[config.mk]
export PLATFORM = sky130hd
export DESIGN_NAME = attitude_diff_angular_rate_core
export DESIGN_NICKNAME = d
export VERILOG_FILES = /design/src/sv/adar_pkg.sv /design/src/sv/adar_ram.sv /design/src/sv/attitude_diff_angular_rate_core.sv
export SDC_FILE = /design/constraint.sdc
export NUM_CORES = 2
export LEC_CHECK = 0
export BUFFER_PORTS_ARGS = -buffer_cell sky130_fd_sc_hd__buf_2
export CAP_MARGIN = 40
export CORE_MARGIN = 5
export CORE_UTILIZATION = 48
export CTS_CLUSTER_DIAMETER = 200
export CTS_CLUSTER_SIZE = 16
export DETAILED_ROUTE_END_ITERATION = 7
export GPL_ROUTABILITY_DRIVEN = 0
export PLACE_DENSITY = 0.68
export SYNTH_ARGS = -nofsm -noshare
export SYNTH_HDL_FRONTEND = slang
export SYNTH_HIERARCHICAL = 1
export SYNTH_SLANG_ARGS = --single-unit
[constraint.sdc]
create_clock -name clk_i -period 16.7 [get_ports clk_i]
set_input_delay 0 -clock clk_i [delete_from_list [all_inputs] [get_ports clk_i]]
set_output_delay 0 -clock clk_i [all_outputs]
set_load 0.02 [all_outputs]
[src/sv/adar_pkg.sv]
// Shared types, constants and helper functions of the attitude-difference rate block.
package adar_pkg;

  typedef enum logic [2:0] {
    S_IDLE,
    S_PROD,
    S_ENTRY,
    S_MAC,
    S_SCALE,
    S_DIV,
    S_FIN,
    S_DONE
  } seq_state_e;

  localparam int unsigned NUM_ENTRIES = 9;
  localparam int unsigned RAM_DEPTH   = 2 * NUM_ENTRIES;
  localparam int unsigned RAM_AW      = $clog2(RAM_DEPTH);
  localparam int unsigned ENTRY_W     = 18;
  localparam int unsigned PRODQ_W     = 32;
  localparam int unsigned SUM_W       = 36;
  localparam int unsigned RND_W       = 22;
  localparam int unsigned DIFF_W      = 19;
  localparam int unsigned ACC_W       = 39;
  localparam int unsigned MUL_AW      = 38;
  localparam int unsigned MUL_BW      = 19;
  localparam int unsigned MUL_PW      = 57;
  localparam int unsigned NUM_W       = 43;
  localparam int unsigned DEN_W       = 33;
  localparam int unsigned RATE_W      = 32;
  localparam int unsigned CNT_W       = 6;

  localparam int unsigned PROD_LAST  = 9;
  localparam int unsigned ENTRY_LAST = 8;
  localparam int unsigned SCALE_LAST = 1;
  localparam int unsigned DIV_LAST   = 31;

  localparam logic signed [ENTRY_W-1:0] ENTRY_ONE = 18'sd65536;
  localparam logic signed [ENTRY_W-1:0] ENTRY_MAX = 18'sd131071;
  localparam logic signed [ENTRY_W-1:0] ENTRY_MIN = -18'sd131072;
  localparam logic signed [SUM_W-1:0]   ONE_Q30   = 36'sd1073741824;
  localparam logic signed [SUM_W-1:0]   RND_HALF  = 36'sd8192;
  localparam logic signed [MUL_BW-1:0]  SCALE_MUL = 19'sd15625;
  localparam logic [RATE_W-1:0]         RATE_MAX  = 32'h7FFF_FFFF;
  localparam logic [RATE_W-1:0]         RATE_MIN  = 32'h8000_0000;

  localparam logic [1:0] RATE_X = 2'd0;
  localparam logic [1:0] RATE_Y = 2'd1;
  localparam logic [1:0] RATE_Z = 2'd2;

  function automatic logic [1:0] row_i(input logic [1:0] rsel);
    logic [1:0] r;
    case (rsel)
      RATE_X:  r = 2'd2;
      RATE_Y:  r = 2'd0;
      default: r = 2'd1;
    endcase
    return r;
  endfunction

  function automatic logic [1:0] row_j(input logic [1:0] rsel);
    logic [1:0] r;
    case (rsel)
      RATE_X:  r = 2'd1;
      RATE_Y:  r = 2'd2;
      default: r = 2'd0;
    endcase
    return r;
  endfunction

  function automatic logic [3:0] mat_idx(input logic [1:0] row, input logic [1:0] col);
    return {2'b00, row} * 4'd3 + {2'b00, col};
  endfunction

  function automatic logic [RAM_AW-1:0] ram_addr(input logic bank, input logic [3:0] idx);
    return bank ? RAM_AW'(idx) + RAM_AW'(NUM_ENTRIES) : RAM_AW'(idx);
  endfunction

  function automatic logic signed [ENTRY_W-1:0] ident_entry(input logic [3:0] idx);
    return (idx == 4'd0 || idx == 4'd4 || idx == 4'd8) ? ENTRY_ONE : '0;
  endfunction

endpackage

[src/sv/adar_ram.sv]
// Generic RAM with one write port and two registered read ports.
module adar_ram #(
  parameter int unsigned WIDTH = 18,
  parameter int unsigned DEPTH = 18,
  localparam int unsigned AW = (DEPTH > 1) ? $clog2(DEPTH) : 1
) (
  input  logic             clk_i,
  input  logic             we_i,
  input  logic [AW-1:0]    waddr_i,
  input  logic [WIDTH-1:0] wdata_i,
  input  logic [AW-1:0]    raddr_a_i,
  input  logic [AW-1:0]    raddr_b_i,
  output logic [WIDTH-1:0] rdata_a_o,
  output logic [WIDTH-1:0] rdata_b_o
);

  logic [WIDTH-1:0] mem_q [DEPTH];
  logic [WIDTH-1:0] rdata_a_q;
  logic [WIDTH-1:0] rdata_b_q;

  always_ff @(posedge clk_i) begin
    if (we_i) begin
      mem_q[waddr_i] <= wdata_i;
    end
    rdata_a_q <= mem_q[raddr_a_i];
    rdata_b_q <= mem_q[raddr_b_i];
  end

  assign rdata_a_o = rdata_a_q;
  assign rdata_b_o = rdata_b_q;

endmodule

[src/sv/attitude_diff_angular_rate_core.sv]
// Top level of the attitude-difference angular rate estimator.
//
// An input item carries a microsecond stamp and a Q1.15 quaternion. It is accepted when
// in_valid_i is high and in_stall_o is low. The block turns the quaternion into a Q2.16
// rotation matrix and forms the body rates (R - R_prev) / dt * R^T as Q16.16 values.
// One shared multiplier and a radix-2 divider that retires one quotient bit per cycle
// do all the arithmetic under a small sequencer, and in_stall_o stays high while an
// item is in work. When a rate is computed, the sequencer builds the matrix and then
// forms each of the three rates in turn, ending each in the divider; when dt does not
// exceed the minimum interval, it builds the matrix only and skips the rates.
// The next item can be accepted in the cycle after the result is registered.
// The result is held in an output register until out_stall_i is low; while it waits,
// the next item is accepted and processed, and the block then waits with its new
// result until the register is free.
// The single configuration register takes a write whenever cfg_valid_i is high and is
// to be written only while the block is idle. Reset sets the minimum interval to one
// microsecond, the previous rotation to identity and marks no item as seen yet.
module attitude_diff_angular_rate_core import adar_pkg::*; (
  input  logic               clk_i,
  input  logic               rst_ni,
  input  logic               cfg_valid_i,
  output logic               cfg_ready_o,
  input  logic [9:0]         cfg_data_i,
  input  logic               in_valid_i,
  output logic               in_stall_o,
  input  logic [31:0]        stamp_us_i,
  input  logic signed [15:0] quat_w_i,
  input  logic signed [15:0] quat_x_i,
  input  logic signed [15:0] quat_y_i,
  input  logic signed [15:0] quat_z_i,
  output logic               out_valid_o,
  input  logic               out_stall_i,
  output logic signed [31:0] rate_x_o,
  output logic signed [31:0] rate_y_o,
  output logic signed [31:0] rate_z_o,
  output logic               rate_valid_o
);

  seq_state_e state_q, state_d;

  logic [CNT_W-1:0] cnt_q, cnt_d;
  logic [1:0]       k_q, k_d;
  logic [1:0]       ph_q, ph_d;
  logic [1:0]       rsel_q, rsel_d;
  logic [9:0]       min_q, min_d;
  logic [31:0]      prev_stamp_q, prev_stamp_d;
  logic             seen_q, seen_d;
  logic             prev_ok_q, prev_ok_d;
  logic             bank_q, bank_d;
  logic [31:0]      dt_q, dt_d;
  logic             rvalid_q, rvalid_d;
  logic             out_valid_q, out_valid_d;

  logic signed [15:0] qw_q, qw_d, qx_q, qx_d, qy_q, qy_d, qz_q, qz_d;
  logic signed [PRODQ_W-1:0] prod_q [NUM_ENTRIES];
  logic signed [PRODQ_W-1:0] prod_d [NUM_ENTRIES];
  logic signed [MUL_PW-1:0]  m_q, m_d;
  logic signed [DIFF_W-1:0]  diff_q, diff_d;
  logic signed [ACC_W-1:0]   acc_q, acc_d;
  logic                      neg_q, neg_d;
  logic                      ovf_q, ovf_d;
  logic [DEN_W-1:0]          rem_q, rem_d;
  logic [31:0]               quo_q, quo_d;
  logic [RATE_W-1:0]         rate_q [3];
  logic [RATE_W-1:0]         rate_d [3];
  logic [RATE_W-1:0]         out_x_q, out_x_d, out_y_q, out_y_d, out_z_q, out_z_d;
  logic                      out_rv_q, out_rv_d;

  logic signed [MUL_AW-1:0] mul_a;
  logic signed [MUL_BW-1:0] mul_b;
  logic                     ram_we;
  logic [RAM_AW-1:0]        ram_waddr, ram_raddr_a, ram_raddr_b;
  logic [ENTRY_W-1:0]       ram_wdata, ram_rdata_a, ram_rdata_b;

  logic                      in_accept;
  logic                      out_free;
  logic [3:0]                idx_ik, idx_jk;
  logic signed [SUM_W-1:0]   ent_pa, ent_pb, ent_sum, ent_v, ent_t;
  logic signed [RND_W-1:0]   ent_r;
  logic signed [ENTRY_W-1:0] ent_q16;
  logic                      ent_diag, ent_sub;
  logic signed [ACC_W-1:0]   acc_abs;
  logic [NUM_W-1:0]          num;
  logic [DEN_W-1:0]          den;
  logic [DEN_W:0]            div_shift;
  logic [DEN_W+1:0]          div_trial;
  logic                      div_ge;
  logic [RATE_W-1:0]         rate_sat;

  assign in_stall_o  = (state_q != S_IDLE);
  assign in_accept   = in_valid_i && !in_stall_o;
  assign out_free    = !out_valid_q || !out_stall_i;
  assign cfg_ready_o = 1'b1;

  assign idx_ik = mat_idx(row_i(rsel_q), k_q);
  assign idx_jk = mat_idx(row_j(rsel_q), k_q);

  adar_ram #(
    .WIDTH(ENTRY_W),
    .DEPTH(RAM_DEPTH)
  ) u_rot_ram (
    .clk_i    (clk_i),
    .we_i     (ram_we),
    .waddr_i  (ram_waddr),
    .wdata_i  (ram_wdata),
    .raddr_a_i(ram_raddr_a),
    .raddr_b_i(ram_raddr_b),
    .rdata_a_o(ram_rdata_a),
    .rdata_b_o(ram_rdata_b)
  );

  always_comb begin
    ent_pa   = '0;
    ent_pb   = '0;
    ent_diag = 1'b0;
    ent_sub  = 1'b0;
    case (cnt_q[3:0])
      4'd0: begin
        ent_pa = SUM_W'(prod_q[1]); ent_pb = SUM_W'(prod_q[2]); ent_diag = 1'b1;
      end
      4'd1: begin
        ent_pa = SUM_W'(prod_q[3]); ent_pb = SUM_W'(prod_q[8]); ent_sub = 1'b1;
      end
      4'd2: begin
        ent_pa = SUM_W'(prod_q[4]); ent_pb = SUM_W'(prod_q[7]);
      end
      4'd3: begin
        ent_pa = SUM_W'(prod_q[3]); ent_pb = SUM_W'(prod_q[8]);
      end
      4'd4: begin
        ent_pa = SUM_W'(prod_q[0]); ent_pb = SUM_W'(prod_q[2]); ent_diag = 1'b1;
      end
      4'd5: begin
        ent_pa = SUM_W'(prod_q[5]); ent_pb = SUM_W'(prod_q[6]); ent_sub = 1'b1;
      end
      4'd6: begin
        ent_pa = SUM_W'(prod_q[4]); ent_pb = SUM_W'(prod_q[7]); ent_sub = 1'b1;
      end
      4'd7: begin
        ent_pa = SUM_W'(prod_q[5]); ent_pb = SUM_W'(prod_q[6]);
      end
      4'd8: begin
        ent_pa = SUM_W'(prod_q[0]); ent_pb = SUM_W'(prod_q[1]); ent_diag = 1'b1;
      end
      default: begin
        ent_pa = '0;
      end
    endcase
    ent_sum = ent_sub ? ent_pa - ent_pb : ent_pa + ent_pb;
    ent_v   = ent_diag ? ONE_Q30 - (ent_sum <<< 1) : (ent_sum <<< 1);
    ent_t   = ent_v + RND_HALF;
    ent_r   = RND_W'(ent_t >>> 14);
    if (ent_r > RND_W'(ENTRY_MAX)) begin
      ent_q16 = ENTRY_MAX;
    end else if (ent_r < RND_W'(ENTRY_MIN)) begin
      ent_q16 = ENTRY_MIN;
    end else begin
      ent_q16 = ENTRY_W'(ent_r);
    end
  end

  assign acc_abs   = acc_q[ACC_W-1] ? -acc_q : acc_q;
  assign num       = NUM_W'(m_q[51:9]) + NUM_W'(dt_q);
  assign den       = {dt_q, 1'b0};
  assign div_shift = {rem_q, quo_q[31]};
  assign div_trial = {1'b0, div_shift} - {2'b00, den};
  assign div_ge    = !div_trial[DEN_W+1];

  always_comb begin
    if (ovf_q) begin
      rate_sat = neg_q ? RATE_MIN : RATE_MAX;
    end else if (neg_q) begin
      rate_sat = (quo_q > RATE_MIN) ? RATE_MIN : (~quo_q + 32'd1);
    end else begin
      rate_sat = quo_q[31] ? RATE_MAX : quo_q;
    end
  end

  always_comb begin
    state_d = state_q;
    case (state_q)
      S_IDLE: begin
        if (in_accept) state_d = S_PROD;
      end
      S_PROD: begin
        if (cnt_q == CNT_W'(PROD_LAST)) state_d = S_ENTRY;
      end
      S_ENTRY: begin
        if (cnt_q == CNT_W'(ENTRY_LAST)) state_d = rvalid_q ? S_MAC : S_DONE;
      end
      S_MAC: begin
        if (k_q == 2'd2 && ph_q == 2'd3) state_d = S_SCALE;
      end
      S_SCALE: begin
        if (cnt_q == CNT_W'(SCALE_LAST)) state_d = S_DIV;
      end
      S_DIV: begin
        if (cnt_q == CNT_W'(DIV_LAST)) state_d = S_FIN;
      end
      S_FIN: begin
        state_d = (rsel_q == RATE_Z) ? S_DONE : S_MAC;
      end
      S_DONE: begin
        if (out_free) state_d = S_IDLE;
      end
      default: begin
        state_d = S_IDLE;
      end
    endcase
  end

  always_comb begin
    mul_a       = '0;
    mul_b       = '0;
    ram_we      = 1'b0;
    ram_waddr   = ram_addr(bank_q, cnt_q[3:0]);
    ram_wdata   = ent_q16;
    ram_raddr_a = ram_addr(bank_q, idx_ik);
    ram_raddr_b = ram_addr(!bank_q, idx_ik);
    case (state_q)
      S_PROD: begin
        case (cnt_q[3:0])
          4'd0:    begin mul_a = MUL_AW'(qx_q); mul_b = MUL_BW'(qx_q); end
          4'd1:    begin mul_a = MUL_AW'(qy_q); mul_b = MUL_BW'(qy_q); end
          4'd2:    begin mul_a = MUL_AW'(qz_q); mul_b = MUL_BW'(qz_q); end
          4'd3:    begin mul_a = MUL_AW'(qx_q); mul_b = MUL_BW'(qy_q); end
          4'd4:    begin mul_a = MUL_AW'(qx_q); mul_b = MUL_BW'(qz_q); end
          4'd5:    begin mul_a = MUL_AW'(qy_q); mul_b = MUL_BW'(qz_q); end
          4'd6:    begin mul_a = MUL_AW'(qw_q); mul_b = MUL_BW'(qx_q); end
          4'd7:    begin mul_a = MUL_AW'(qw_q); mul_b = MUL_BW'(qy_q); end
          4'd8:    begin mul_a = MUL_AW'(qw_q); mul_b = MUL_BW'(qz_q); end
          default: begin mul_a = '0; mul_b = '0; end
        endcase
      end
      S_ENTRY: begin
        ram_we = 1'b1;
      end
      S_MAC: begin
        if (ph_q == 2'd1) begin
          ram_raddr_a = ram_addr(bank_q, idx_jk);
        end
        mul_a = MUL_AW'(diff_q);
        mul_b = MUL_BW'($signed(ram_rdata_a));
      end
      S_SCALE: begin
        mul_a = MUL_AW'(acc_abs);
        mul_b = SCALE_MUL;
      end
      default: begin
        mul_a = '0;
      end
    endcase
  end

  always_comb begin
    cnt_d        = (state_d != state_q) ? '0 : cnt_q + CNT_W'(1);
    k_d          = k_q;
    ph_d         = ph_q;
    rsel_d       = rsel_q;
    min_d        = cfg_valid_i ? cfg_data_i : min_q;
    prev_stamp_d = prev_stamp_q;
    seen_d       = seen_q;
    prev_ok_d    = prev_ok_q;
    bank_d       = bank_q;
    dt_d         = dt_q;
    rvalid_d     = rvalid_q;
    out_valid_d  = out_valid_q;
    qw_d         = qw_q;
    qx_d         = qx_q;
    qy_d         = qy_q;
    qz_d         = qz_q;
    prod_d       = prod_q;
    m_d          = mul_a * mul_b;
    diff_d       = diff_q;
    acc_d        = acc_q;
    neg_d        = neg_q;
    ovf_d        = ovf_q;
    rem_d        = rem_q;
    quo_d        = quo_q;
    rate_d       = rate_q;
    out_x_d      = out_x_q;
    out_y_d      = out_y_q;
    out_z_d      = out_z_q;
    out_rv_d     = out_rv_q;

    if (out_valid_q && !out_stall_i) begin
      out_valid_d = 1'b0;
    end

    case (state_q)
      S_IDLE: begin
        if (in_accept) begin
          qw_d         = quat_w_i;
          qx_d         = quat_x_i;
          qy_d         = quat_y_i;
          qz_d         = quat_z_i;
          dt_d         = seen_q ? stamp_us_i - prev_stamp_q : '0;
          rvalid_d     = (seen_q ? stamp_us_i - prev_stamp_q : '0) > {22'b0, min_q};
          prev_stamp_d = stamp_us_i;
          prev_ok_d    = seen_q;
          seen_d       = 1'b1;
          rsel_d       = RATE_X;
          rate_d[0]    = '0;
          rate_d[1]    = '0;
          rate_d[2]    = '0;
        end
      end
      S_PROD: begin
        if (cnt_q != '0) begin
          for (int unsigned i = 0; i < NUM_ENTRIES - 1; i++) begin
            prod_d[i] = prod_q[i+1];
          end
          prod_d[NUM_ENTRIES-1] = PRODQ_W'(m_q);
        end
      end
      S_MAC: begin
        ph_d = ph_q + 2'd1;
        if (ph_q == 2'd3) begin
          k_d   = k_q + 2'd1;
          acc_d = acc_q + ACC_W'(m_q);
        end
        if (ph_q == 2'd1) begin
          diff_d = DIFF_W'($signed(ram_rdata_a))
                 - (prev_ok_q ? DIFF_W'($signed(ram_rdata_b)) : DIFF_W'(ident_entry(idx_ik)));
        end
      end
      S_SCALE: begin
        if (cnt_q == '0) begin
          neg_d = acc_q[ACC_W-1];
        end else begin
          rem_d = DEN_W'(num[NUM_W-1:32]);
          quo_d = num[31:0];
          ovf_d = DEN_W'(num[NUM_W-1:32]) >= den;
        end
      end
      S_DIV: begin
        rem_d = div_ge ? div_trial[DEN_W-1:0] : div_shift[DEN_W-1:0];
        quo_d = {quo_q[30:0], div_ge};
      end
      S_FIN: begin
        rate_d[rsel_q] = rate_sat;
        rsel_d         = rsel_q + 2'd1;
      end
      S_DONE: begin
        if (out_free) begin
          out_valid_d = 1'b1;
          out_x_d     = rate_q[0];
          out_y_d     = rate_q[1];
          out_z_d     = rate_q[2];
          out_rv_d    = rvalid_q;
          bank_d      = !bank_q;
        end
      end
      default: begin
        out_rv_d = out_rv_q;
      end
    endcase

    if (state_d == S_MAC && state_q != S_MAC) begin
      k_d   = '0;
      ph_d  = '0;
      acc_d = '0;
    end
  end

  always_ff @(posedge clk_i or negedge rst_ni) begin
    if (!rst_ni) begin
      state_q      <= S_IDLE;
      cnt_q        <= '0;
      k_q          <= '0;
      ph_q         <= '0;
      rsel_q       <= RATE_X;
      min_q        <= 10'd1;
      prev_stamp_q <= '0;
      seen_q       <= 1'b0;
      prev_ok_q    <= 1'b0;
      bank_q       <= 1'b0;
      rvalid_q     <= 1'b0;
      out_valid_q  <= 1'b0;
    end else begin
      state_q      <= state_d;
      cnt_q        <= cnt_d;
      k_q          <= k_d;
      ph_q         <= ph_d;
      rsel_q       <= rsel_d;
      min_q        <= min_d;
      prev_stamp_q <= prev_stamp_d;
      seen_q       <= seen_d;
      prev_ok_q    <= prev_ok_d;
      bank_q       <= bank_d;
      rvalid_q     <= rvalid_d;
      out_valid_q  <= out_valid_d;
    end
  end

  always_ff @(posedge clk_i) begin
    dt_q     <= dt_d;
    qw_q     <= qw_d;
    qx_q     <= qx_d;
    qy_q     <= qy_d;
    qz_q     <= qz_d;
    prod_q   <= prod_d;
    m_q      <= m_d;
    diff_q   <= diff_d;
    acc_q    <= acc_d;
    neg_q    <= neg_d;
    ovf_q    <= ovf_d;
    rem_q    <= rem_d;
    quo_q    <= quo_d;
    rate_q   <= rate_d;
    out_x_q  <= out_x_d;
    out_y_q  <= out_y_d;
    out_z_q  <= out_z_d;
    out_rv_q <= out_rv_d;
  end

  assign out_valid_o  = out_valid_q;
  assign rate_x_o     = $signed(out_x_q);
  assign rate_y_o     = $signed(out_y_q);
  assign rate_z_o     = $signed(out_z_q);
  assign rate_valid_o = out_rv_q;

endmodule

; ---- Word level (Yosys, flattened, before mapping)
; Memories as Yosys holds them, arrays and structs flattened. A register that Yosys moved wholly into a read port is not among the register bits.
; Index checks and enable logic that the tools add are counted.
[word_totals]
output_inout_bits = 100
latchBits = 0
in_bits = 111
ff_bits = 816
rom_bits = 0
mem_bits_rw = 324
word_cells = 215
mem_count = 1
[classes]
shifts = 0
mux = 63
n_reduce_logical = 47
bitwise = 3
order_cmp = 7
eq_ne = 31
add_sub_neg = 20
div = 0
n_mul = 3
[memory_table]
columns = name, depth, word_bits, read_ports, rd_ports_with_merged_regs, wr, line_no
row1 = u_rot_ram.mem_q, 18, 18, 2, 2, 1, adar_ram.sv:17  ; logic [WIDTH-1:0] mem_q [DEPTH];
[ops]
columns = op, n
row1 = 35-bit one-hot mux with 5 select lines, 2
row2 = 32-bit two-way mux, 7
row3 = 96-bit one-hot mux with 2 select lines, 1
row4 = 38-bit one-hot mux with 4 select lines, 1
row5 = 19-bit one-hot mux with 3 select lines, 2
row6 = 38-bit one-hot mux with 3 select lines, 1
row7 = 96-bit bitwise mux, 1
row8 = 96-bit two-way mux, 1
row9 = 33-bit two-way mux, 2
row10 = 33-bit one-hot mux with 2 select lines, 1
row11 = 32-bit demux with 2-bit select, 1
row12 = 32-bit one-hot mux with 2 select lines, 1
row13 = 38-bit by 19-bit multiplier with 52-bit output, 1
row14 = 43-bit by 32-bit adder with 43-bit output, 1
row15 = 39-bit adder, 1
row16 = 38-bit two-way mux, 1
row17 = 38-bit negation, 1
row18 = "36-bit by 15-bit adder with 36-bit output, second input constant", 1
row19 = 18-bit two-way mux, 2
row20 = 36-bit two-way mux, 1
row21 = "32-bit by 36-bit subtractor with 36-bit output, first input constant", 1
row22 = 35-bit adder, 1
row23 = 35-bit two-way mux, 1
row24 = 34-bit by 33-bit subtractor with 35-bit output, 1
row25 = other kinds (58), 140

; ---- Logic depth before layout (Yosys ltp)
[logic_depth]
ltp_word = 11
mapped_depth = 44
depth_no_buf = 38

; ---- Modules after synthesis
; Netlist, hierarchy kept.
[modules_own_cells]
columns = mod, area_per_inst_um2, instances, seq_area_each_um2, cells_each
row1 = attitude_diff_angular_rate_core, 66274.8, 1, 23283.6, 6603
row2 = adar_ram, 16034.1, 1, 10450.0, 1032

; ---- Worst setup path before layout
; OpenSTA, ideal clock, no wires.
[synth_path]
path_kind = flip-flop to flip-flop
from = reg cnt_q[3]
to = reg prod_q[0] in the netlist's numbering, enable pin
synth_period_minus_slack_ps = 15184
path_stages_with_launch = 7
n_path_buf = 3
arrival_time_ps = 14205
slack_ps = 1516
t_required_ps = 15722
setup_ps = 978
cell_sequence = dfrtp_1 > clkbuf_1 > clkbuf_1 > clkbuf_1 > nor2_1 > and3_1 > nor2b_1
[synth_via]
elab_chain_cells = 2
[synth_rtl]
columns = element, line_no
row1 = "start, declared", attitude_diff_angular_rate_core.sv:41  ; logic [CNT_W-1:0] cnt_q, cnt_d;
row2 = "start signal, assigned", attitude_diff_angular_rate_core.sv:382  ; cnt_q <= cnt_d;
row3 = 6-bit nonzero test, attitude_diff_angular_rate_core.sv:309  ; if (cnt_q != '0) begin
row4 = 2-bit AND reduction (no line), n/a
row5 = "end signal, assigned", attitude_diff_angular_rate_core.sv:402  ; prod_q <= prod_d;
row6 = "end, declared", attitude_diff_angular_rate_core.sv:55  ; logic signed [PRODQ_W-1:0] prod_q [NUM_ENTRIES];
; No other way between the ends.
; A chain may end at the register's enable or synchronous reset.

; ---- Worst setup path in the final report
[layout_path]
from = reg cnt_q[0]
to = reg m_q[50]
[layout_via]
elab_chain_cells = 5
elab_cells_between_ends = 20
cone_classes = mul: 1 / eq/ne: 8 / mux: 4 / reduce/logical: 7
[layout_rtl]
columns = element, line_no
row1 = 4-bit == test (tied with other cells), attitude_diff_angular_rate_core.sv:222  ; case (cnt_q[3:0])
row2 = 4-bit OR reduction (no line) (tied with other cells), n/a
row3 = 19-bit one-hot mux with 3 select lines or 38-bit one-hot mux with 4 select lines (tied branches), attitude_diff_angular_rate_core.sv:222
row4 = 19-bit one-hot mux with 3 select lines or 38-bit one-hot mux with 3 select lines (tied branches), attitude_diff_angular_rate_core.sv:220  ; case (state_q)
row5 = 38-bit by 19-bit multiplier with 52-bit output (*), attitude_diff_angular_rate_core.sv:273  ; m_d = mul_a * mul_b;
row6 = via m_d[50], attitude_diff_angular_rate_core.sv:57  ; logic signed [MUL_PW-1:0] m_q, m_d;
row7 = "end signal, assigned", attitude_diff_angular_rate_core.sv:403  ; m_q <= m_d;
row8 = "end, declared", attitude_diff_angular_rate_core.sv:57
; The timed path passes the listed nets; every way through them passes the cells marked *.

==> flow_metrics.env <==
export IMPL_dpl_cell_count=9886
export IMPL_min_period_ps=11630
export IMPL_synth_edf_count=987
export IMPL_cts_num_sinks=1176
export IMPL_crit_required_ps=17340
export IMPL_worst_clock_skew_ps=57.7
export IMPL_drcViolationCount=0
export IMPL_clk_latency_ps=730
export IMPL_synthMostInstantiatedCell="edfxtp_1"
export IMPL_hold_buffers=187
export IMPL_grt_pass1_wl_mm=362
export IMPL_grt_use_total=0.259
export IMPL_drt_iter0_markers=6658
export IMPL_hp_class="in -> reg"
export IMPL_startpoint_type="flip-flop"
export IMPL_cap_violations=0
export IMPL_vias=60600
export IMPL_cts_made_buffers=84
export IMPL_avgRoutedWirePerCell_um=22.9
export IMPL_ys_types=114
export IMPL_clockRootBuffer="clkbuf_16"
export IMPL_cp_arrival_ps=12270
export IMPL_cts_max_level=3
export IMPL_crit_path_top_delay_cell="ha_1"
export IMPL_floorplan_initialDensity=0.481
export IMPL_relSlewSlack=0.299
export IMPL_routed_wl_mm=235
export IMPL_crit_type="reg -> reg"
export IMPL_synth_top_cells_by_count="edfxtp_1, nand2_1, inv_1, fa_1, nor2_1"
export IMPL_grt_pass1_vias=60900
export IMPL_final_hold_viol_count=0
export IMPL_synth_seq_cells=1176
export IMPL_drive_gt1_frac=0.0894
export IMPL_drtPass1Iterations=8
export IMPL_setup_violations=0
export IMPL_dieArea_mm2=0.180
export IMPL_synth_largest_area_cell="edfxtp_1"
export IMPL_fin_cells=10200
export IMPL_num_io_pins=211
export IMPL_async_flop_share=0.0527
export IMPL_finalSetupTns_ps=0
export IMPL_die_x_um=424
export IMPL_overflow=0
export IMPL_synth_area_per_cell_um2=10.8
export IMPL_synthCells=7635
export IMPL_postLayoutCoreUtil=0.532
export IMPL_path_clk_slew_ps=80
export IMPL_finalCritPeriodShare=0.696
export IMPL_clockBufferDepth=3
export IMPL_die_y_um=424
export IMPL_cts_setup_buffers=0
export IMPL_row_count=152
export IMPL_crit_path_max_fanout=23
export IMPL_synth_area_top_cells="edfxtp_1, fa_1, ha_1"
export IMPL_syn_cell_area_mm2=0.0823
export IMPL_portBuffers=209
export IMPL_drv_slew=0
export IMPL_antenna_left=0
export IMPL_cts_resized=0
export IMPL_antenna_found_initial=1
export IMPL_yosysWarnings=6
export IMPL_max_freq_mhz=86.0
export IMPL_critPathMaxStageDelay_ps=620
export IMPL_area_growth_pct=10.6
export IMPL_hpwlAfterDp_mm=172
export IMPL_netlist_area_leader_share=0.360
export IMPL_seq_area_frac_synth=0.410
export IMPL_worstMarginPinSlew_ps=1050
export IMPL_coreArea_mm2=0.171
export IMPL_cts_tree="built"
export IMPL_grt_max_degree=202
export IMPL_rsz0062_at_grt="false"
export IMPL_synth_nets=8772
export IMPL_fin_nets=9064
export IMPL_status="completed"
export IMPL_critPathCaptureType="flip-flop"
export IMPL_ys_flop_type="edfxtp_1"
export IMPL_vias_per_cell=5.92
[final timing paths]
path / start / endpoint / slack [ps] / depth (start not counted)
max in group asynchronous: rst_ni / min_q[0]$_DFFE_PN1P_ / 15520 / 4
min reg2reg: prod_q[64]$_DFFE_PP_ / prod_q[96]$_DFFE_PP_ / 430 / 0
max reg2reg: cnt_q[0]$_DFF_PN0_ / m_q[50]$_DFF_P_ / 5070 / 39
max: cnt_q[0]$_DFF_PN0_ / m_q[50]$_DFF_P_ / 5070 / 39
min in group asynchronous: rst_ni / prev_stamp_q[19]$_DFFE_PN0P_ / 400 / 3
min: quat_z_i[14] / qz_q[14]$_DFFE_PP_ / 70 / 2
[per-layer routing]
layer,vias to the layer above,share of wire,track usage
met3,510,0.091,0.0503
met4,0,0.052,0.113
met2,2809,0.45,0.410
met5,-,0,0
li1,27200,-,-
met1,30100,0.40,0.349
[logic make-up after synthesis]
| group | Yosys count | synth area share |
|---|---|---|
| other | 1 | 0.0000456 |
| muxes | 352 | 0.0497 |
| xor gates and xnor gates | 327 | 0.0352 |
| AOI/OAI and AO/OA | 1427 | 0.115 |
| and+or+nand+nor | 2168 | 0.119 |
| buffers and inverters | 1158 | 0.0549 |
| adders and majority gates | 1026 | 0.216 |
| DFF | 1176 | 0.410 |
[metrics by stage]
stage	instance area (um^2)	hold WS (ps)	setup WS, ps
after floorplan	82300	-296	1520
after global placement	86000	182	5500
after detailed placement	86600	-132	5280
after CTS	91000	15.7	5250
after global routing	91000	25.6	4440
final	91000	70.6	5070
[sequential cells by signal (all words and copies together) (netlist names), 33 cells and up]
| signal | cells |
|---|---|
| u_rot_ram/mem_q | 324 |
| prod_q | 288 |
| rate_q | 96 |
| m_q | 52 |
| acc_q | 39 |
| rem_q | 33 |
[cell usage in the layout, fill, tap and decap left out, drive strengths merged, types with 30 or more instances in the layout]
master / count
dfrtp: 61
xor2: 132
a221oi: 31
a31oi: 37
a22oi: 128
a21o: 111
nand4: 41
mux4: 41
a21oi: 345
o21a: 38
and3: 30
mux2i: 266
fa: 658
o31ai: 35
nand3: 118
mux2: 45
edfxtp: 987
or3: 34
a211oi: 116
inv: 792
buf: 389
nor3: 94
o21ai: 294
nor2: 543
dfxtp: 127
xnor2: 194
nor2b: 72
and2: 57
nor4: 30
dlygate4sd3: 187
ha: 368
nand2: 987
clkbuf: 147
nand2b: 58
a222oi: 45
o22ai: 52
[area by class of cell]
| class | instances | area [um^2] |
|---|---|---|
| Inverter | 788 | 2960 |
| Clock buffer | 147 | 2340 |
| Sequential cell | 1176 | 33700 |
| Antenna cell | 1 | 2.50 |
| Fill cell | 14700 | 80100 |
| Multi-Input combinational cell | 5301 | 44400 |
| Timing Repair Buffer | 576 | 4580 |
| Tap cell | 2233 | 2790 |
| Clock inverter | 9 | 180 |
[critical path: cells and delay by family (launching register included)]
kind                       cells  cell delay, ps
AOI/OAI and AO/OA             15            3890
xor gates and xnor gates       1             160
adders and majority gates      9            4220
buffers and inverters         11            2150
DFF                            1             450
and+or+nand+nor                3             670
Power is left out: the tool's default activity adds up to more than one toggle a clock period on the data nets, which glitch-free logic cannot reach.
